<file path="config.mk">
export PLATFORM = sky130hd
export DESIGN_NAME = plls_queue
export DESIGN_NICKNAME = d
export VERILOG_FILES = /design/src/sv/plls_pkg.sv /design/src/sv/plls_queue.sv
export SDC_FILE = /design/constraint.sdc
export NUM_CORES = 1
export LEC_CHECK = 0
export BUFFER_PORTS_ARGS = -buffer_cell sky130_fd_sc_hd__buf_2
export CORE_MARGIN = 2
export CORE_UTILIZATION = 30
export CTS_CLUSTER_DIAMETER = 150
export DETAILED_ROUTE_END_ITERATION = 7
export GPL_ROUTABILITY_DRIVEN = 0
export PLACE_DENSITY = 0.48
export SLEW_MARGIN = 20
export SYNTH_ARGS = -nofsm -noshare
export SYNTH_HDL_FRONTEND = slang
export SYNTH_SLANG_ARGS = --single-unit
</file>
<file path="constraint.sdc">
create_clock -name clk_i -period 3.37 [get_ports clk_i]
set_clock_uncertainty 0.05 [all_clocks]
set_input_delay 0.674 -clock clk_i [delete_from_list [all_inputs] [get_ports clk_i]]
set_output_delay 0.674 -clock clk_i [all_outputs]
set_load 0.01 [all_outputs]
</file>
<file path="src/sv/plls_pkg.sv">
// ----------------------------------------------------------------------------
// PLL synthesizer parameter package
// Constants, field widths and shared types of the PLL parameter calculator.
// ----------------------------------------------------------------------------
package plls_pkg;

  localparam int unsigned FreqW    = 32;
  localparam int unsigned CrystalW = 26;
  localparam int unsigned TargetW  = 30;
  localparam int unsigned ImageW   = 64;
  localparam int unsigned MultW    = 7;
  localparam int unsigned NumW     = 20;
  localparam int unsigned OdivW    = 10;
  localparam int unsigned CfgIdxW  = 2;
  localparam int unsigned CfgDataW = 32;

  // In-range frequencies fit in 28 bits; the even divider fits in 11 bits.
  localparam int unsigned FreqNarrowW = 28;
  localparam int unsigned DivW        = 11;
  localparam int unsigned DenomW      = 20;

  localparam logic [FreqW-1:0]    FreqMin      = 32'd1000000;
  localparam logic [FreqW-1:0]    FreqMax      = 32'd225000000;
  localparam logic [CrystalW-1:0] ResetCrystal = 26'd25000000;
  localparam logic [TargetW-1:0]  ResetTarget  = 30'd900000000;
  localparam logic [DenomW-1:0]   PllDenom     = 20'd1048575;
  localparam logic [17:0]         P1Offset     = 18'd512;

  localparam int unsigned DefaultQueueDepth = 2;

  localparam logic [CfgIdxW-1:0] CfgCrystal = 2'd0;
  localparam logic [CfgIdxW-1:0] CfgTarget  = 2'd1;

  // One classified request as it travels from the front end to the back end.
  typedef struct packed {
    logic                   err;
    logic [FreqNarrowW-1:0] freq;
  } item_t;

endpackage

</file>
<file path="src/sv/plls_queue.sv">
// ----------------------------------------------------------------------------
// PLL synthesizer request queue
// Small first-in first-out buffer between the front end and the back end.
// ----------------------------------------------------------------------------
module plls_queue #(
  parameter int unsigned Depth = plls_pkg::DefaultQueueDepth
) (
  input  logic            clk_i,
  input  logic            rst_ni,
  input  logic            push_i,
  output logic            full_o,
  input  plls_pkg::item_t item_i,
  input  logic            pop_i,
  output logic            empty_o,
  output plls_pkg::item_t item_o
);
  import plls_pkg::*;

  localparam int unsigned PtrW = (Depth > 1) ? $clog2(Depth) : 1;
  localparam int unsigned CntW = $clog2(Depth + 1);

  item_t           mem_q [Depth];
  logic [PtrW-1:0] wr_q, rd_q;
  logic [CntW-1:0] cnt_q;
  logic            do_push, do_pop;

  assign full_o  = (cnt_q == CntW'(Depth));
  assign empty_o = (cnt_q == '0);
  assign do_push = push_i && !full_o;
  assign do_pop  = pop_i && !empty_o;
  assign item_o  = mem_q[rd_q];

  function automatic logic [PtrW-1:0] next_ptr(input logic [PtrW-1:0] p);
    next_ptr = (p == PtrW'(Depth - 1)) ? '0 : p + 1'b1;
  endfunction

  always_ff @(posedge clk_i or negedge rst_ni) begin
    if (!rst_ni) begin
      wr_q  <= '0;
      rd_q  <= '0;
      cnt_q <= '0;
    end else begin
      if (do_push) begin
        wr_q <= next_ptr(wr_q);
      end
      if (do_pop) begin
        rd_q <= next_ptr(rd_q);
      end
      if (do_push && !do_pop) begin
        cnt_q <= cnt_q + 1'b1;
      end else if (do_pop && !do_push) begin
        cnt_q <= cnt_q - 1'b1;
      end
    end
  end

  always_ff @(posedge clk_i) begin
    if (do_push) begin
      mem_q[wr_q] <= item_i;
    end
  end

endmodule

</file>
# --- Word-level counts from Yosys, hierarchy flattened ---
# Memory sizes are Yosys's and may differ from the RTL's.
# Index checks and enable logic that the tools add are counted.
# W data, S select, Z words.
op_classes:
  n_addsub: 4
  n_eq_ne: 1
  muxes: 6
  reduce_logical: 10
ops:
  columns: ["cell", "n"]
  rows:
  - ["$logic_and A1 B1 Y1", 4]
  - ["$logic_not A1 Y1", 4]
  - ["$mux W1", 4]
  - ["$mux W2", 2]
  - ["$add A1 B1 Y1 const B", 2]
  - ["$add A2 B1 Y2 const B", 1]
  - ["$eq A2 B2 Y1 const B", 1]
  - ["$logic_not A2 Y1", 1]
  - ["$reduce_bool A2 Y1", 1]
  - ["$sub A2 B1 Y2 const B", 1]
totals:
  ff_bits: 4
  mem_bits_rw: 58
  in_bits: 33
  out_inout_bits: 31
  memories: 1
mem_list:
  columns: ["memory", "depth", "width", "read_ports", "rd_clocked_by_memory_dff", "wr", "line_no", "text"]
  rows:
  - ["mem_q", 2, 29, 1, 0, 1, "plls_queue.sv:22", "item_t mem_q [Depth];"]

# --- Longest topological paths before layout ---
# Gate-level depths: netlist (run 1).
depth:
  word_depth: 7
  ltp_mapped: 7

# --- Least setup slack after synthesis (run 1) ---
# OpenSTA, ideal clock, no wires.
synth_path:
  path_kind: "input -> register"
  from: "in push_i"
  to: "mem mem_q[0][0] in the netlist's numbering (enable)"
  setup_ps: 415
  arrival_ps: 1994
  t_required_ps: 2905
  setup_slack_ps: 912
  stages: 2
  path_buffers: 0
  path_cell_list: "nand2_1 nor2_1"
synth_via:
  elab_chain_cells: 3
synth_rtl:
  columns: ["element", "line_no", "text"]
  rows:
  - ["start: declaration", "plls_queue.sv:10", "input logic push_i,"]
  - ["$logic_and A1 B1 Y1", "plls_queue.sv:29", "assign do_push = push_i && !full_o;"]
  - ["$mux W1", "plls_queue.sv:58", "if (do_push) begin"]
  - ["$mux W1 (implied by the code)", "plls_queue.sv:59", "mem_q[wr_q] <= item_i;"]
  - ["end: declaration", "plls_queue.sv:22", null]
# Every way passes these cells.

==> results.cfg, run 1 <==
[critical_path]
reg2reg_depth = 3
path_class = reg2out
reg2reg_from = cnt_q[0]$_DFFE_PN0P_
crit_start = rd_q$_DFFE_PN0P_
crit_path_end = item_o[15]
rrSetupSlack_ns = 1.37
end_kind = primary output
path_max_fanout = 30
cp_data_arrival_time_ns = 1.85
worstSetupStartpointType = register
r2r-end = mem_q[1][16]$_DFFE_PP_
critPathRequiredTime_ns = 2.65

[power]
power_density_nw_per_um2 = 900
p_leak_nw = 1.25
power.total_w = 0.00276
ir_drop_v = 0.000468

[finish]
areaGrowthSynthToFinish_pct = 27.5
finalCoreUtilization = 0.395
stdcell_area_um2 = 3070
fillers = 742
seqCellArea_um2 = 1840
drive_above_1_share = 0.578
multi_input_area_um2 = 532
diodes = 0
final_nets = 216

[timing]
fin_crit_ns = 2.57
slew_violations = 0
grt_setup_unrepaired = false
hold_viol = 0
fmax_ghz = 0.389
slew_headroom = 0.351
finalSetupTns_ns = 0
worst_slew_pin_slew_ns = 0.973
min_period_over_period = 0.763
setup_viol = 0

[clock_network]
postCtsHoldBufs = 0
htreeDepth = 3
insertion_delay_ns = 0.32
cts_buffers = 9
cts-root-buf = clkbuf_8
cts_sinks = 62
clockBufferDepth = 2
cts.clk_slew.worst_paths_ns = 0.07
ctsResizeCount = 0
cts_setup_buffers = 0
cts_tree = done

[route]
first_pass_iters = 4
drc = 0
ant_nets = 0
routed_via_density = 4.16
routedWlPerCell_um = 14.6
first_iter_violations = 42
totalWireLength_um = 4220
routed-via-count = 1202

[synthesis]
yosysWarnings = 0
syn_avg_cell_area_um2 = 22.1
synth_seq_cells = 62
syn_inst = 109
synthesis.area_um2 = 2410
synth_seq_area_share = 0.765
synth_cell_type_count = 13
synth_nets = 143

[global_route]
grt_pass1_wl_um = 6500
grt_max_degree = 31
grt.overflow.total = 0
antenna_found_initial = 0
first_global_vias = 1327
grt_util_all_layers = 0.101

[place]
hpwl_um = 2750
portBuffers = 63
postPlaceCellArea_um2 = 2840

[floorplanning]
core_area_um2 = 7770
start_util = 0.310
fp-row-count = 32
die_width_um = 93.6
dieArea_um2 = 8760
dieHeight_um = 93.6
pin_count = 64

[hold_path]
hp-class = in2async

[outcome]
status = finished, final reports clean

[job]
cap_violations = 0
## worst max-delay path, cell delays in order, from the launching register on
cell	delay [ns]
dfrtp_2	1.01
mux2_4	0.36
buf_2	0.15
## power breakdown
group          internal [W]  switching (W)
registers           0.00106       0.000161
logic              0.000451       0.000340
clock network      0.000487       0.000265
total               0.00200       0.000766
## placed cells by master, fill, tap and decap left out
cell / n
edfxtp_1: 58
buf_4: 2
dfrtp_1: 3
buf_2: 63
xnor2_1: 3
clkbuf_1: 2
nand2b_1: 1
mux2_4: 29
clkinv_1: 2
nor2_1: 2
nor2_4: 1
o21ai_1: 1
clkbuf_8: 9
dfrtp_2: 1
inv_1: 2
bufinv_16: 3
ha_1: 1
nand2_1: 1
xor2_1: 2
and3_1: 1
## metrics by stage
| step | worst slack [ns] | hold slack [ns] | std cells |
|---|---|---|---|
| floorplan | 0.912 | 0.328 | 109 |
| global placement | 1.12 | 0.431 | 273 |
| detailed placement | 1.11 | 0.438 | 273 |
| CTS | 0.750 | 0.0819 | 289 |
| global route | 0.708 | 0.0781 | 289 |
| finish | 0.798 | 0.0967 | 289 |
## cell type report
cell class | instances | share of cell area
Timing Repair Buffer | 65 | 0.108
Sequential cell | 62 | 0.600
Clock inverter | 5 | 0.0318
Multi-Input combinational cell | 42 | 0.173
Inverter | 2 | 0.00245
Clock buffer | 11 | 0.0428
Tap cell | 102 | 0.0416
## per-layer routing
metal | share of wire | up-vias | wire, um | GRT usage
li1 | - | 565 | - | -
met1 | 0.39 | 591 | 1670 | 0.107
met2 | 0.53 | 39 | 2230 | 0.174
met3 | 0.063 | 7 | 266 | 0.0395
met4 | 0.014 | 0 | 60 | 0.0543
met5 | 0 | - | 0 | 0
## cells by family (layout without fill, tap and decap cells)
family                     after synthesis  after routing  synth area share
DFF                                     62             62             0.765
muxes                                   29             29             0.181
and+or+nand+nor                          6              6            0.0114
xor gates and xnor gates                 5              5            0.0182
buffers and inverters                    5             83            0.0172
adders and majority gates                1              1           0.00520
AOI/OAI and AO/OA                        1              1           0.00208
## synthesized netlist by cell type
library cell	count	area share
inv_1	2	0.0031
buf_6	3	0.014
nand2_1	1	0.0016
mux2_4	29	0.18
nand2b_1	1	0.0026
nor2_1	3	0.0047
and3_1	1	0.0026
edfxtp_1	58	0.72
ha_1	1	0.0052
xnor2_1	3	0.011
o21ai_1	1	0.0021
xor2_1	2	0.0073
dfrtp_1	4	0.042
## worst min-delay path by stage
stage	start	endpoint	slack (ns)	depth (start not counted)
final	rst_ni	wr_q$_DFFE_PN0P_	0.1	1
after global routing	rst_ni	cnt_q[0]$_DFFE_PN0P_	0.08	1
after CTS	rst_ni	wr_q$_DFFE_PN0P_	0.08	1
after detailed placement	rst_ni	wr_q$_DFFE_PN0P_	0.44	1
after global placement	rst_ni	cnt_q[1]$_DFFE_PN0P_	0.43	1
after floorplan	rst_ni	cnt_q[0]$_DFFE_PN0P_	0.33	0
## sequential cells by signal, summed over array words and instances, names as in the netlist
register / count
cnt_q: 2
mem_q: 58
rd_q: 1
wr_q: 1
(Power assumes the default switching activity.)
==> run 2, diff against run 1 <==
- ABC_AREA: default -> 1
- PLACE_DENSITY: 0.48 -> 0.5
- clock period: 3.37 -> 2.15 ns (I/O delays scaled with it)
==> run 2 against run 1 <==
Against the previous run:
- final cell count up 25%
- synthesized area down 3.1%
- core utilization down 1.0 points
==> results.cfg, run 2 <==
[outcome]
status = finished, final reports clean

[global_route]
grt.overflow.total = 0
first_global_vias = 1387
grt_max_degree = 31
grt_pass1_wl_um = 6520
grt_util_all_layers = 0.106
antenna_found_initial = 0

[clock_network]
cts_tree = done
cts-root-buf = clkbuf_8
htreeDepth = 3
cts_sinks = 62
cts_buffers = 9
cts.clk_slew.worst_paths_ns = 0.06
ctsResizeCount = 0
cts_setup_buffers = 0
insertion_delay_ns = 0.32
postCtsHoldBufs = 1
clockBufferDepth = 2

[floorplanning]
start_util = 0.305
fp-row-count = 32
dieHeight_um = 92.2
die_width_um = 92.2
pin_count = 64
dieArea_um2 = 8500
core_area_um2 = 7650

[synthesis]
syn_avg_cell_area_um2 = 12.7
ys_top_cells_by_count = nand2_1 (96), edfxtp_1 (58), inv_1 (7)
synth_top_area_frac = 0.747
synth_area_leader_cell = edfxtp_1
synth_edf_count = 58
yosysWarnings = 0
syn_inst = 183
ys_top_cells_by_area = edfxtp_1 (75%), nand2_1 (15%), dfrtp_1 (4.3%), buf_2 (1.3%), inv_1 (1.1%)
synth-main-ff-cell = edfxtp_1
synthesis.area_um2 = 2330
synth_nets = 217
synth_seq_area_share = 0.790
async_reset_ff_frac = 0.0645
synth_seq_cells = 62
synth.most_common_cell = nand2_1
synth_cell_type_count = 15

[critical_path]
end_kind = primary output
rrSetupSlack_ns = 0.71
path_max_fanout = 30
reg2reg_depth = 6
r2r-end = mem_q[0][21]$_DFFE_PP_
path_class = reg2out
critPathRequiredTime_ns = 1.67
reg2reg_from = cnt_q[1]$_DFFE_PN0P_
worstSetupStartpointType = register
cp_data_arrival_time_ns = 1.43

[finish]
areaGrowthSynthToFinish_pct = 26.3
final_nets = 291
largest_reg_flops = 58
reg_top3 = mem_q x58, cnt_q x2
final_common_cell = nand2_1
stdcell_area_um2 = 2950
diodes = 0
fillers = 754
top_register = mem_q
final_cell_mix = nand2_1 (96), buf_2 (63), edfxtp_1 (58)
drive_above_1_share = 0.319

[place]
pre_cts_ws_ns = 0.557
portBuffers = 63
postPlaceCellArea_um2 = 2790
hpwl_um = 2730

[power]
power_density_nw_per_um2 = 1290
power.total_w = 0.00381
p_leak_nw = 1.30
ir_drop_v = 0.000507

[route]
routed-via-count = 1469
routedWlPerCell_um = 11.6
drc = 0
ant_nets = 0
totalWireLength_um = 4200
first_pass_iters = 4
first_iter_violations = 69
routed_via_density = 4.06

[hold_path]
whs_path_depth = 1
min-delay-start = item_i[26]
min_to = mem_q[1][26]$_DFFE_PP_
hp-class = in2reg

[timing]
slew_headroom = 0.648
grt_setup_unrepaired = false
fin_crit_ns = 1.91
setup_slack_ns = 0.244
worst_slew_pin_slew_ns = 0.527
hold_viol = 0
min_period_over_period = 0.886
finalSetupTns_ns = 0
slew_violations = 0
setup_viol = 0
fmax_ghz = 0.525

[job]
cap_violations = 0
## run 2: logic make-up (layout without fill, tap and decap cells)
kind of cell             Yosys count  after routing  synth area share
AO/OA/AOI/OAI                      2              2           0.00429
XOR/XNOR                           1              1           0.00376
adder cells (fa/ha/maj)            1              1           0.00536
buffers and inverters             14             91            0.0258
AND/OR/NAND/NOR                  103            103             0.171
flip-flops                        62             62             0.790
## run 2: area by class of cell
type                    count  area [um^2]  share of cell area
flip-flops and latches     62         1840               0.625
well taps                 102          128              0.0433
multi-input cells         107          438               0.149
inverters                   8         30.0              0.0102
clock buffers              11          131              0.0446
clock inverters             3         13.8             0.00467
repair buffers             69          363               0.123
## run 2: worst max-delay path by stage
stage                              start               endpoint  slack (ns)  depth (start not counted)
detailed placement      rd_q$_DFFE_PN0P_             item_o[21]        0.56                          4
floorplan           cnt_q[1]$_DFFE_PN0P_  mem_q[1][0]$_DFFE_PP_        0.33                          3
CTS                     rd_q$_DFFE_PN0P_             item_o[21]        0.19                          4
finish                  rd_q$_DFFE_PN0P_             item_o[23]        0.24                          4
global route            rd_q$_DFFE_PN0P_             item_o[12]        0.03                          4
global placement        rd_q$_DFFE_PN0P_             item_o[21]        0.56                          4
## run 2: power breakdown
part / internal [W] / switching (W) / leakage, nW / total, W
clock network: 0.000397 / 0.000387 / 0.0765 / 0.000784
registers: 0.00165 / 0.0000837 / 0.588 / 0.00173
logic: 0.000454 / 0.000841 / 0.632 / 0.00129
## run 2: metal layers
layer  wire length [um]  GRT usage  vias up
li1                   -          -      750
met1               1840      0.129      660
met2               2010      0.166       50
met3                256     0.0312        9
met4                 91     0.0634        0
met5                  0          0        -
## run 2: worst max-delay path: stages, from the launching register on
cell and delay, ns:
dfrtp_1 0.38, inv_2 0.40, nand2_1 0.10, nand2_1 0.09, buf_2 0.12
## run 2: stage by stage
| stage | std cells | util | hold slack [ns] |
|---|---|---|---|
| 2_1_floorplan | 183 | - | 0.0844 |
| 3_3_place_gp | 347 | 0.365 | 0.200 |
| 3_5_place_dp | 347 | 0.365 | 0.200 |
| 4_1_cts | 362 | 0.385 | 0.220 |
| 5_1_grt | 362 | 0.385 | 0.225 |
| 6_report | 362 | 0.385 | 0.239 |
