`config.mk`:
```
export PLATFORM = sky130hd
export DESIGN_NAME = plls_front
export DESIGN_NICKNAME = d
export VERILOG_FILES = /design/src/sv/plls_pkg.sv /design/src/sv/plls_front.sv
export SDC_FILE = /design/constraint.sdc
export NUM_CORES = 1
export LEC_CHECK = 0
export BUFFER_PORTS_ARGS = -buffer_cell sky130_fd_sc_hd__buf_2
export CORE_ASPECT_RATIO = 1.75
export CORE_MARGIN = 2
export CORE_UTILIZATION = 42
export DETAILED_ROUTE_END_ITERATION = 6
export GPL_ROUTABILITY_DRIVEN = 0
export PLACE_DENSITY_LB_ADDON = 0.05
export SETUP_SLACK_MARGIN = 0.4
export SYNTH_ARGS = -nofsm -noshare
export SYNTH_HDL_FRONTEND = slang
export SYNTH_SLANG_ARGS = --single-unit
```
`constraint.sdc`:
```
create_clock -name clk_i -period 2.5 [get_ports clk_i]
set_input_delay 0.375 -clock clk_i [delete_from_list [all_inputs] [get_ports clk_i]]
set_output_delay 0.375 -clock clk_i [all_outputs]
set_load 0.02 [all_outputs]
```
`src/sv/plls_pkg.sv`:
```
// ----------------------------------------------------------------------------
// PLL synthesizer parameter package
// Constants, field widths and shared types of the PLL parameter calculator.
// ----------------------------------------------------------------------------
package plls_pkg;

  localparam int unsigned FreqW    = 32;
  localparam int unsigned CrystalW = 26;
  localparam int unsigned TargetW  = 30;
  localparam int unsigned ImageW   = 64;
  localparam int unsigned MultW    = 7;
  localparam int unsigned NumW     = 20;
  localparam int unsigned OdivW    = 10;
  localparam int unsigned CfgIdxW  = 2;
  localparam int unsigned CfgDataW = 32;

  // In-range frequencies fit in 28 bits; the even divider fits in 11 bits.
  localparam int unsigned FreqNarrowW = 28;
  localparam int unsigned DivW        = 11;
  localparam int unsigned DenomW      = 20;

  localparam logic [FreqW-1:0]    FreqMin      = 32'd1000000;
  localparam logic [FreqW-1:0]    FreqMax      = 32'd225000000;
  localparam logic [CrystalW-1:0] ResetCrystal = 26'd25000000;
  localparam logic [TargetW-1:0]  ResetTarget  = 30'd900000000;
  localparam logic [DenomW-1:0]   PllDenom     = 20'd1048575;
  localparam logic [17:0]         P1Offset     = 18'd512;

  localparam int unsigned DefaultQueueDepth = 2;

  localparam logic [CfgIdxW-1:0] CfgCrystal = 2'd0;
  localparam logic [CfgIdxW-1:0] CfgTarget  = 2'd1;

  // One classified request as it travels from the front end to the back end.
  typedef struct packed {
    logic                   err;
    logic [FreqNarrowW-1:0] freq;
  } item_t;

endpackage

```
`src/sv/plls_front.sv`:
```
// ----------------------------------------------------------------------------
// PLL synthesizer front end
// Flags out-of-range requests and a zero crystal; holds each in one register.
// ----------------------------------------------------------------------------
module plls_front (
  input  logic                             clk_i,
  input  logic                             rst_ni,
  input  logic                             valid_i,
  output logic                             ready_o,
  input  logic [plls_pkg::FreqW-1:0]       freq_i,
  input  logic [plls_pkg::CrystalW-1:0]    crystal_i,
  output logic                             valid_o,
  input  logic                             ready_i,
  output plls_pkg::item_t                  item_o
);
  import plls_pkg::*;

  logic  valid_q;
  item_t item_q, item_d;

  assign ready_o = !valid_q || ready_i;
  assign valid_o = valid_q;
  assign item_o  = item_q;

  always_comb begin
    item_d.err  = (freq_i < FreqMin) || (freq_i > FreqMax) || (crystal_i == '0);
    item_d.freq = freq_i[FreqNarrowW-1:0];
  end

  always_ff @(posedge clk_i or negedge rst_ni) begin
    if (!rst_ni) begin
      valid_q <= 1'b0;
    end else if (ready_o) begin
      valid_q <= valid_i;
    end
  end

  always_ff @(posedge clk_i) begin
    if (valid_i && ready_o) begin
      item_q <= item_d;
    end
  end

endmodule

```
# Word level (Yosys, flattened, before mapping)
# Index checks and enable logic that the tools add are counted.
[word_totals] reg_bits=30 wordCells=11 input_bits=62 out_inout_bits=31
[op_classes] reduce_logical=6 n_lt_le_gt_ge=2
[ops] op="32-bit by 28-bit greater-than comparator with 1-bit output (second input constant)" n=1
[ops] op="32-bit by 20-bit less-than comparator with 1-bit output (second input constant)" n=1
[ops] op="26-bit zero test" n=1
[ops] op="1-bit logical OR" n=3
[ops] op="1-bit logical AND" n=1
[ops] op="1-bit zero test" n=1

# Depth between registers and ports, before layout
# Gate-level depths: netlist of run 1.
[depth] depth_word=3 depth_mapped=4 ltp_nobuf=4

# Least setup slack after synthesis of run 1
# Ideal clock, no wire load.
[synth_timing] path_type="reg-to-reg" from="register valid_q (netlist: valid_o)" to="register item_q (netlist bit item_o[0]) (enable)" setup_ps=389 path_slack_ps=645 stages_incl_launch_ff=3 t_arrival_ps=1466 synth_period_minus_slack_ps=1855 required_time_ps=2111 cell_sequence="dfrtp_1 > nand2b_1 > and2_1"
[synth_between] elab_chain_len=3
[synth_lines] item="start, declared" line="plls_front.sv:18" text="logic valid_q;"
[synth_lines] item="start signal, assigned" line="plls_front.sv:34" text="valid_q <= valid_i;"
[synth_lines] item="1-bit zero test" line="plls_front.sv:21" text="assign ready_o = !valid_q || ready_i;"
[synth_lines] item="1-bit logical OR" line="plls_front.sv:21"
[synth_lines] item="net ready_o" line="plls_front.sv:9" text="output logic ready_o,"
[synth_lines] item="1-bit logical AND" line="plls_front.sv:39" text="if (valid_i && ready_o) begin"
[synth_lines] item="end signal, assigned" line="plls_front.sv:40" text="item_q <= item_d;"
[synth_lines] item="end, declared" line="plls_front.sv:19" text="item_t item_q, item_d;"
# The timed path passes the listed nets, and every way through them passes these cells.
# A chain may end at the register's enable or synchronous reset.

==> results of run 1 <==
final cells by class:
type / count / area, um2 / area share (%)
multi-input combinational: 42 / 312 / 17.2
sequential: 30 / 896 / 49.6
clock buffer: 6 / 72.6 / 4.01
clock inverter: 2 / 8.76 / 0.484
tap: 27 / 33.8 / 1.87
inverter: 2 / 7.51 / 0.415
timing repair buffer: 94 / 478 / 26.4
registers in the layout, indices dropped and copies added (netlist names):
name	count
valid_o	1
item_o	29
per-layer routing:
metal  share of wire (%)  vias up  global-route usage (%)
met5                   0        -                       0
met4                 3.8        0                    15.5
met3                 8.0       10                    7.67
met2                  59       51                    34.1
met1                  29      496                    14.9
li1                    -      515                       -
what timing repair did:
| action | 4_1_cts | 5_1_grt |
|---|---|---|
| gates resized for setup | 0 | 0 |
| endpoints found under the hold margin | 1 | 0 |
| hold buffers | 1 | 0 |
where the power goes:
part	switching (mW)	total, mW	internal, mW
registers	0.00537	0.590	0.584
logic	0.0904	0.154	0.0634
clock network	0.165	0.356	0.190
synthesized netlist by cell type, drive strengths merged:
master    n  share of area, %
a211oi    2               1.2
o41ai     1              0.72
o31a      1              0.72
or3       2               1.0
and2      1              0.52
nor3      5               2.1
nand2b    2               1.0
o21ai     1              0.41
and4      1              0.72
edfxtp   29                72
and4bb    1               1.0
or4       5               3.4
and3      1              0.52
o21bai    2               1.5
nand2     3              0.93
a21oi     1              0.41
nand3     1              0.41
nor2      1              0.31
nand4     2               1.5
nor4      7               4.8
nand4bb   1              0.93
dfrtp     1               2.1
o311ai    1               1.3
inv       2              0.62
kinds of logic (layout without fill, tap and decap cells):
kind of cell           count (synthesis)  count (layout)
and+or+nand+nor                       33              33
AOI/OAI and AO/OA                      9               9
buffers and inverters                  2             104
DFF                                   30              30
metrics by stage:
step	util [%]	power (mW)	setup WS (ns)	area [um2]	hold slack [ns]
after floorplan	-	0.665	0.645	1210	0.0794
after CTS	66.4	1.11	0.831	1810	0.274
after detailed placement	63.1	0.754	0.528	1720	0.150
after global routing	66.4	1.15	0.788	1810	0.271
final	66.4	1.10	0.821	1810	0.284
after global placement	63.1	0.749	0.618	1720	0.149
how the worst max path moves through the flow:
stage | depth (start not counted) | from | to
after floorplan | 2 | valid_o$_DFFE_PN0N_ | item_o[0]$_DFFE_PP_
after global placement | 5 | freq_i[29] | item_o[28]$_DFFE_PP_
after detailed placement | 5 | freq_i[29] | item_o[28]$_DFFE_PP_
after CTS | 5 | freq_i[29] | item_o[28]$_DFFE_PP_
after global routing | 5 | freq_i[29] | item_o[28]$_DFFE_PP_
final | 5 | freq_i[29] | item_o[28]$_DFFE_PP_
==> out/qor.txt, run 1 <==
status = finished, final reports clean
RR Startpoint = valid_o$_DFFE_PN0N_
total grt overflow = 0
ant diodes = 0
placed cell count = 194
commonest cells after routing, fill and taps aside = 92 x buf_2, 29 x edfxtp_1, 6 x nor4_1
Starting Density = 44.6%
routed vias = 1072
Worst path slowest cell = or4_4
sequential share of the synthesized area = 73.7%
initial antenna violation count = 0
#FFs+latches synth = 30
Post-Synth XOR/XNOR Area = 0%
Critical Path End Type = flop
CP Launch Type = input port
worst-path fanout max = 3
Post-DRT Antenna Nets = 0
Via density = 5.28
CP top delay family = compound AO/OA/AOI/OAI gates
Crit Reg-Reg Endpoint = item_o[19]$_DFFE_PP_
mux contribution to synthesized area = 0%
worst hold path depth = 1
commonest non-fill, non-tap cell in the layout = buf_2
Max-Cap Viols = 0
Final Hold Fails = 0
HPWL after DPL = 2.51 mm
r2r setup slk = 1.21 ns
Syn Area/Cell = 16.4 um2
Final Skew = 0.00395 ns
Cell Rows = 25
CTS tree = done
clk_lat worst skew = 0.28 ns
Slew HR = 75.6%
leakage power = 0.784 nW
CTS root buffer = clkbuf_8
CTS Sinks = 30
period utilization = 67.2%
area of the core = 2720 um2
setup bufs post-CTS = 0
Hold Crit Class = input port to flop
WP buf/inv = 1
Synthesized Nets = 136
layout cell share with drive strength beyond 1 = 59.1%
Die ar. = 3360 um2
TritonRoute pass-1 iters = 4
first-pass GRT wire length = 4.34 mm
unrepaired setup endpoints after global routing = false
critical path data required time = 2.50 ns
CP Cell Sequence = buf_2 -> or4_4 -> o21bai_2 -> a211oi_1 -> o311ai_2
I/O pins = 93
Max Slew Vio Count = 0
Reg clk slew, reported paths = 0.06 ns
Data arrival, critical path = 1.68 ns
Num CTS Buffers = 5
Clock Path Buffers = 2
Initial DRC Count = 24
Adder-Cell Fraction of Synth Area = 0%
FMAX = 596 MHz
Fill cells = 228
Remaining DRCs = 0
total length of routed wires = 3.09 mm
vias in the first global route = 1079
post-synthesis to final-layout area growth = 48.8%
Mapped Area = 1210 um2
total negative slack = 0 ns
crit path time final = 1.68 ns
simple-gate share of the synthesized area = 19.3%
final net count = 237
DIE WIDTH = 44.7 um
Netlist cell types = 28
Layout Cells excl Fill = 203
post-synthesis compound-gate area fraction = 6.39%
VDD IR-drop max = 617 uV
largest net degree at the start of global routing = 30
main combinational cell family by area after synthesis = simple AND/OR/NAND/NOR gates
R2R depth = 3
Yosys Warn Count = 0
Die H = 75.2 um
pwr dens = 608 nW/um2
type of the worst setup path = input port to flop
I/O Buffers = 92
HP Start = freq_i[1]
worst-margin pin slew = 0.366 ns
Hold Path Sink = item_o[1]$_DFFE_PP_
global-route usage over all layers = 19.0%
crit-path max cell delay = 0.56 ns
Setup violations, final = 0
wire per inst = 15.2 um
Syn Inst Count = 74
H-tree depth = 2
Note: power is estimated with default switching activity, not from simulation.
==> run 2: changes to the inputs <==
CORE_UTILIZATION = 39   (was 42)
clock period = 1.55 ns   (was 2.5 ns; I/O delays follow)
==> run 2 against run 1 <==
Worst setup slack worse by 0.72 ns. Core utilization is 1.4 points lower. Cell count is 12% higher. Clock-buffer cell count stayed put. Critical path type unchanged. Highest routed layer unchanged.
==> out/qor.txt, run 2 (same netlist as run 1, synthesis figures left out) <==
final net count = 246 (was 237)
largest net degree at the start of global routing = 16 (was 30)
CTS Sinks = 30 (unchanged)
Hold Crit Class = input port to flop (unchanged)
Fill cells = 251 (was 228)
global-route usage over all layers = 18.6% (was 19.0%)
Slew HR = 73.0% (was 75.6%)
H-tree depth = 2 (unchanged)
critical path data required time = 1.55 ns (was 2.50 ns)
commonest cells after routing, fill and taps aside = 91 x buf_2, 29 x edfxtp_1, 9 x buf_4 (was 92 x buf_2, 29 x edfxtp_1, 6 x nor4_1)
layout cell share with drive strength beyond 1 = 63.2% (was 59.1%)
Max Slew Vio Count = 0 (unchanged)
post-synthesis to final-layout area growth = 58.5% (was 48.8%)
CTS root buffer = clkbuf_8 (unchanged)
Setup violations, final = 0 (unchanged)
I/O Buffers = 92 (unchanged)
Setup WS pre-CTS = -0.176 ns (was 0.528 ns)
Via density = 4.90 (was 5.28)
crit path time final = 1.45 ns
Critical Path End Type = flop (unchanged)
total grt overflow = 0 (unchanged)
Cell Rows = 26 (was 25)
r2r setup slk = 0.46 ns (was 1.21 ns)
Reg clk slew, reported paths = 0.06 ns (about the same)
HPWL after DPL = 2.55 mm (was 2.51 mm)
Layout Cells excl Fill = 227 (was 203)
Post-DRT Antenna Nets = 0 (unchanged)
Power Total = 1.80 mW (was 1.10 mW)
FMAX = 688 MHz
VDD IR-drop max = 554 uV (was 617 uV)
unrepaired setup endpoints after global routing = true (was false)
ant diodes = 0 (unchanged)
Max-Cap Viols = 0 (unchanged)
Final Skew = 0.00189 ns (was 0.00395 ns)
Final Hold Fails = 0 (unchanged)
pwr dens = 934 nW/um2 (was 608 nW/um2)
area of the core = 2960 um2 (was 2720 um2)
CP Launch Type = input port (unchanged)
CTS tree = done (unchanged)
clk_lat worst skew = 0.27 ns (was 0.28 ns)
type of the worst setup path = input port to flop (unchanged)
Clock Path Buffers = 2 (unchanged)
max reg flops = 29 (unchanged)
first-pass GRT wire length = 4.86 mm (was 4.34 mm)
worst-margin pin slew = 0.399 ns (was 0.366 ns)
Die ar. = 3600 um2 (was 3360 um2)
Initial DRC Count = 17 (was 24)
Starting Density = 41.0% (was 44.6%)
status = finished, final reports clean (unchanged)
initial antenna violation count = 0 (unchanged)
Num CTS Buffers = 5 (unchanged)
PnR worst setup slack = 0.0972 ns (was 0.821 ns)
period utilization = 93.7%
Remaining DRCs = 0 (unchanged)
wire per inst = 13.8 um (was 15.2 um)
leakage power = 0.840 nW (was 0.784 nW)
commonest non-fill, non-tap cell in the layout = buf_2 (unchanged)
routed vias = 1112 (was 1072)
TritonRoute pass-1 iters = 4 (unchanged)
Die H = 77.8 um (was 75.2 um)
vias in the first global route = 1154 (was 1079)
placed cell count = 216 (was 194)
DIE WIDTH = 46.2 um (was 44.7 um)
total length of routed wires = 3.13 mm (was 3.09 mm)
worst-path fanout max = 3 (unchanged)
I/O pins = 93 (unchanged)
Data arrival, critical path = 1.45 ns (was 1.68 ns)
-- run 2: changes by cell type in the layout (fill, tap and decap cells not counted), sizes merged --
cell	change
and2	+1
buf	+8
-- run 2: power breakdown --
part | total, mW | leakage (nW) | switching [mW] | internal (mW)
registers | 0.954 | 0.284 | 0.0108 | 0.943
logic | 0.277 | 0.513 | 0.154 | 0.123
clock network | 0.567 | 0.0426 | 0.260 | 0.307
-- run 2: through the flow --
step	util, %	cell area, um2	hold slack, ns	setup TNS, ns
5_1_grt	65.0	1930	0.140	0
3_5_place_dp	61.2	1810	0.00841	-0.176
6_report	65.0	1930	0.152	0
4_1_cts	64.8	1920	0.146	0
2_1_floorplan	-	1240	-0.0631	-0.0246
3_3_place_gp	61.2	1810	0.00670	-0.141
-- run 2: cell type report --
type / instances / area, um2 / share of cell area, %
Inverter: 2 / 7.51 / 0.390
Sequential cell: 30 / 897 / 46.6
Tap cell: 42 / 52.6 / 2.73
Clock buffer: 6 / 72.6 / 3.77
Timing Repair Buffer: 102 / 544 / 28.3
Multi-Input combinational cell: 43 / 343 / 17.8
Clock inverter: 2 / 8.76 / 0.455
-- run 2: final timing paths --
kind | startpoint | to | depth (start not counted)
worst min-delay path | freq_i[3] | item_o[3]$_DFFE_PP_ | 1
min in group asynchronous | rst_ni | valid_o$_DFFE_PN0N_ | 2
worst min register to register | valid_o$_DFFE_PN0N_ | valid_o$_DFFE_PN0N_ | 3
worst max-delay path | freq_i[31] | item_o[28]$_DFFE_PP_ | 5
worst max register to register | valid_o$_DFFE_PN0N_ | item_o[9]$_DFFE_PP_ | 2
max in group asynchronous | rst_ni | valid_o$_DFFE_PN0N_ | 2
-- run 2: per-layer routing --
| metal | GRT usage [%] | up-vias | routed length [um] |
|---|---|---|---|
| met5 | 0 | - | 0 |
| met4 | 6.29 | 0 | 51 |
| li1 | - | 534 | - |
| met2 | 35.1 | 66 | 1810 |
| met3 | 4.88 | 6 | 258 |
| met1 | 17.4 | 506 | 1020 |
-- run 2: what timing repair did --
| action | 4_1_cts | 5_1_grt |
|---|---|---|
| hold buffers | 1 | 0 |
| cloned | 1 | 0 |
| setup buffers | 0 | 1 |
| endpoints found under the hold margin | 1 | 0 |
| pin swaps | 0 | 0 |
| setup endpoints to repair | 31 | 2 |
| gates resized for setup | 3 | 0 |
-- run 2: worst max-delay path, stage by stage --
cell      delay (ns)
buf_2           0.09
or4_4           0.56
o21bai_4        0.20
and4bb_1        0.28
o311ai_2        0.08
==> run 3: changes to the inputs <==
CORE_UTILIZATION = 41   (was 39)
CTS_BUF_LIST = sky130_fd_sc_hd__clkbuf_4   (was not set)
==> run 3 against run 2 <==
Combinational power barely moved. Hold slack worse by 0.052 ns. Global-route usage hardly changed. Cell count down 6.2%. First-iteration DRC count fell by 5.9%. Largest power group unchanged. Wire length shrank 4.2%. Critical path depth unchanged. Clock power is 23% lower.
==> out/qor.txt, run 3 (same netlist as run 1, synthesis figures left out) <==
status = finished, final reports clean (unchanged)
max reg flops = 29 (unchanged)
Reg clk slew, reported paths = 0.09 ns (was 0.06 ns)
crit path time final = 1.38 ns (was 1.45 ns)
Fill cells = 244 (was 251)
RR Startpoint = valid_o$_DFFE_PN0N_ (unchanged)
pwr dens = 878 nW/um2 (was 934 nW/um2)
FMAX = 722 MHz (was 688 MHz)
WP buf/inv = 1 (unchanged)
Clock Path Buffers = 2 (unchanged)
Hold Path Sink = item_o[2]$_DFFE_PP_ (was item_o[3]$_DFFE_PP_)
area of the core = 2860 um2 (was 2960 um2)
Die H = 76.0 um (was 77.8 um)
post-synthesis to final-layout area growth = 56.3% (was 58.5%)
I/O Buffers = 92 (unchanged)
Via density = 5.10 (was 4.90)
routed vias = 1086 (was 1112)
Int Power = 1.26 mW (was 1.37 mW)
CTS tree = done (unchanged)
DIE WIDTH = 45.2 um (was 46.2 um)
R2R depth = 2 (unchanged)
Power Total = 1.67 mW (was 1.80 mW)
Cell Area, Placed = 1790 um2 (was 1810 um2)
vias in the first global route = 1118 (was 1154)
Slew HR = 75.4% (was 73.0%)
Max Slew Vio Count = 0 (unchanged)
Cell Rows = 26 (unchanged)
period utilization = 89.4% (was 93.7%)
CTS Sinks = 30 (unchanged)
Reg power frac = 57.1% (was 53.0%)
type of the worst setup path = input port to flop (unchanged)
total grt overflow = 0 (unchanged)
CP Launch Type = input port (unchanged)
Final Hold Fails = 0 (unchanged)
Worst path slowest cell = or4_4 (unchanged)
Hold Crit Class = input port to flop (unchanged)
TritonRoute pass-1 iters = 4 (unchanged)
Starting Density = 42.4% (was 41.0%)
Clock power frac = 26.2% (was 31.6%)
Post-DRT Antenna Nets = 0 (unchanged)
fin util = 66.3% (was 65.0%)
HPWL after DPL = 2.36 mm (was 2.55 mm)
Remaining DRCs = 0 (unchanged)
Sw Share = 24.7% (was 23.6%)
first-pass GRT wire length = 4.55 mm (was 4.86 mm)
Data arrival, critical path = 1.44 ns (was 1.45 ns)
r2r setup slk = 0.43 ns (was 0.46 ns)
Setup violations, final = 0 (unchanged)
CP Cell Sequence = buf_2 -> or4_4 -> o21bai_4 -> and4bb_1 -> o311ai_2 (unchanged)
largest net degree at the start of global routing = 16 (unchanged)
total length of routed wires = 3.00 mm (was 3.13 mm)
final net count = 246 (unchanged)
Max-Cap Viols = 0 (unchanged)
Num CTS Buffers = 5 (unchanged)
commonest non-fill, non-tap cell in the layout = buf_2 (unchanged)
commonest cells after routing, fill and taps aside = 88 x buf_2, 29 x edfxtp_1, 8 x buf_4 (was 91 x buf_2, 29 x edfxtp_1, 9 x buf_4)
net switching power = 412 uW (was 424 uW)
initial antenna violation count = 0 (unchanged)
worst-margin pin slew = 0.364 ns (was 0.399 ns)
combinational power share = 16.7% (was 15.4%)
worst hold path depth = 1 (unchanged)
worst-path fanout max = 3 (unchanged)
leakage power = 0.836 nW (was 0.840 nW)
H-tree depth = 2 (unchanged)
HP Start = freq_i[2] (was freq_i[3])
CP top delay family = simple AND/OR/NAND/NOR gates (unchanged)
CTS root buffer = clkbuf_4 (was clkbuf_8)
I/O pins = 93 (unchanged)
Critical Path End Type = flop (unchanged)
crit-path max cell delay = 0.56 ns (about the same)
Crit Reg-Reg Endpoint = item_o[9]$_DFFE_PP_ (unchanged)
ant diodes = 0 (unchanged)
critical path data required time = 1.60 ns (was 1.55 ns)
layout cell share with drive strength beyond 1 = 63.8% (was 63.2%)
unrepaired setup endpoints after global routing = true (unchanged)
Final Skew = 0.0109 ns (was 0.00189 ns)
clk_lat worst skew = 0.32 ns (was 0.27 ns)
design area = 1900 um2 (was 1930 um2)
Initial DRC Count = 16 (was 17)
VDD IR-drop max = 618 uV (was 554 uV)
wire per inst = 14.1 um (was 13.8 um)
global-route usage over all layers = 18.6% (about the same)
Die ar. = 3430 um2 (was 3600 um2)
-- run 3: cell count changes in the layout (fill, tap and decap cells not counted) --
| cell | before | now |
|---|---|---|
| clkbuf_8 | 5 | 0 |
| buf_2 | 91 | 88 |
| and2_2 | 0 | 1 |
| clkbuf_4 | 0 | 6 |
| clkbuf_1 | 1 | 0 |
| buf_4 | 9 | 8 |
| buf_6 | 1 | 4 |
-- run 3: final cells by class --
| class | count | area, um2 | area share, % |
|---|---|---|---|
| repair buffers | 101 | 556 | 29.2 |
| clock inverters | 2 | 8.76 | 0.461 |
| clock buffers | 6 | 45.0 | 2.37 |
| inverters | 2 | 7.51 | 0.395 |
| multi-input cells | 44 | 350 | 18.4 |
| well taps | 28 | 35.0 | 1.84 |
| flip-flops and latches | 30 | 897 | 47.2 |
-- run 3: worst max-delay path by stage --
stage / start / endpoint / slack, ns / cells after the start
final: freq_i[31] / item_o[28]$_DFFE_PP_ / 0.17 / 5
after CTS: freq_i[31] / item_o[28]$_DFFE_PP_ / 0.17 / 5
after detailed placement: freq_i[31] / item_o[28]$_DFFE_PP_ / -0.17 / 5
after global routing: freq_i[31] / item_o[28]$_DFFE_PP_ / 0.13 / 5
after floorplan: freq_i[31] / item_o[28]$_DFFE_PP_ / -0.02 / 4
after global placement: freq_i[31] / item_o[28]$_DFFE_PP_ / -0.14 / 5
-- run 3: worst reg2reg max path: stages (launching register included) --
cell and delay [ns]:
dfrtp_2 0.44, nand2b_4 0.11, and2_4 0.27
-- run 3: what timing repair did --
action	in CTS	in global routing
resized for setup	5	4
endpoints found under the setup margin	32	15
hold buffers	1	0
cloned	1	1
setup buffers	0	0
hold endpoints to repair	1	0
-- run 3: power by group through the flow --
stage               Sequential, mW  Clock, mW  Combinational (mW)
floorplan                     1.03          0              0.0500
global placement             0.969          0               0.260
detailed placement           0.971          0               0.265
CTS                          0.952      0.446               0.277
global route                 0.957      0.491               0.302
finish                       0.952      0.437               0.279
-- run 3: metal layers --
metal  share of wire (%)  global-route usage [%]  vias to the layer above
met5                   0                       0                        -
met4                 1.7                    8.24                        0
met3                 8.1                    5.69                        6
met2                  58                    35.4                       53
met1                  33                    15.7                      495
li1                    -                       -                      532
-- run 3: stage by stage --
step,hold slack (ns),setup slack (ns),setup TNS [ns],instances
after floorplan,-0.0631,-0.0246,-0.0246,74
after global placement,0.00672,-0.142,-0.142,202
after detailed placement,0.00813,-0.173,-0.173,202
after CTS,0.0880,0.174,0,212
after global routing,0.0723,0.132,0,213
final,0.0999,0.165,0,213
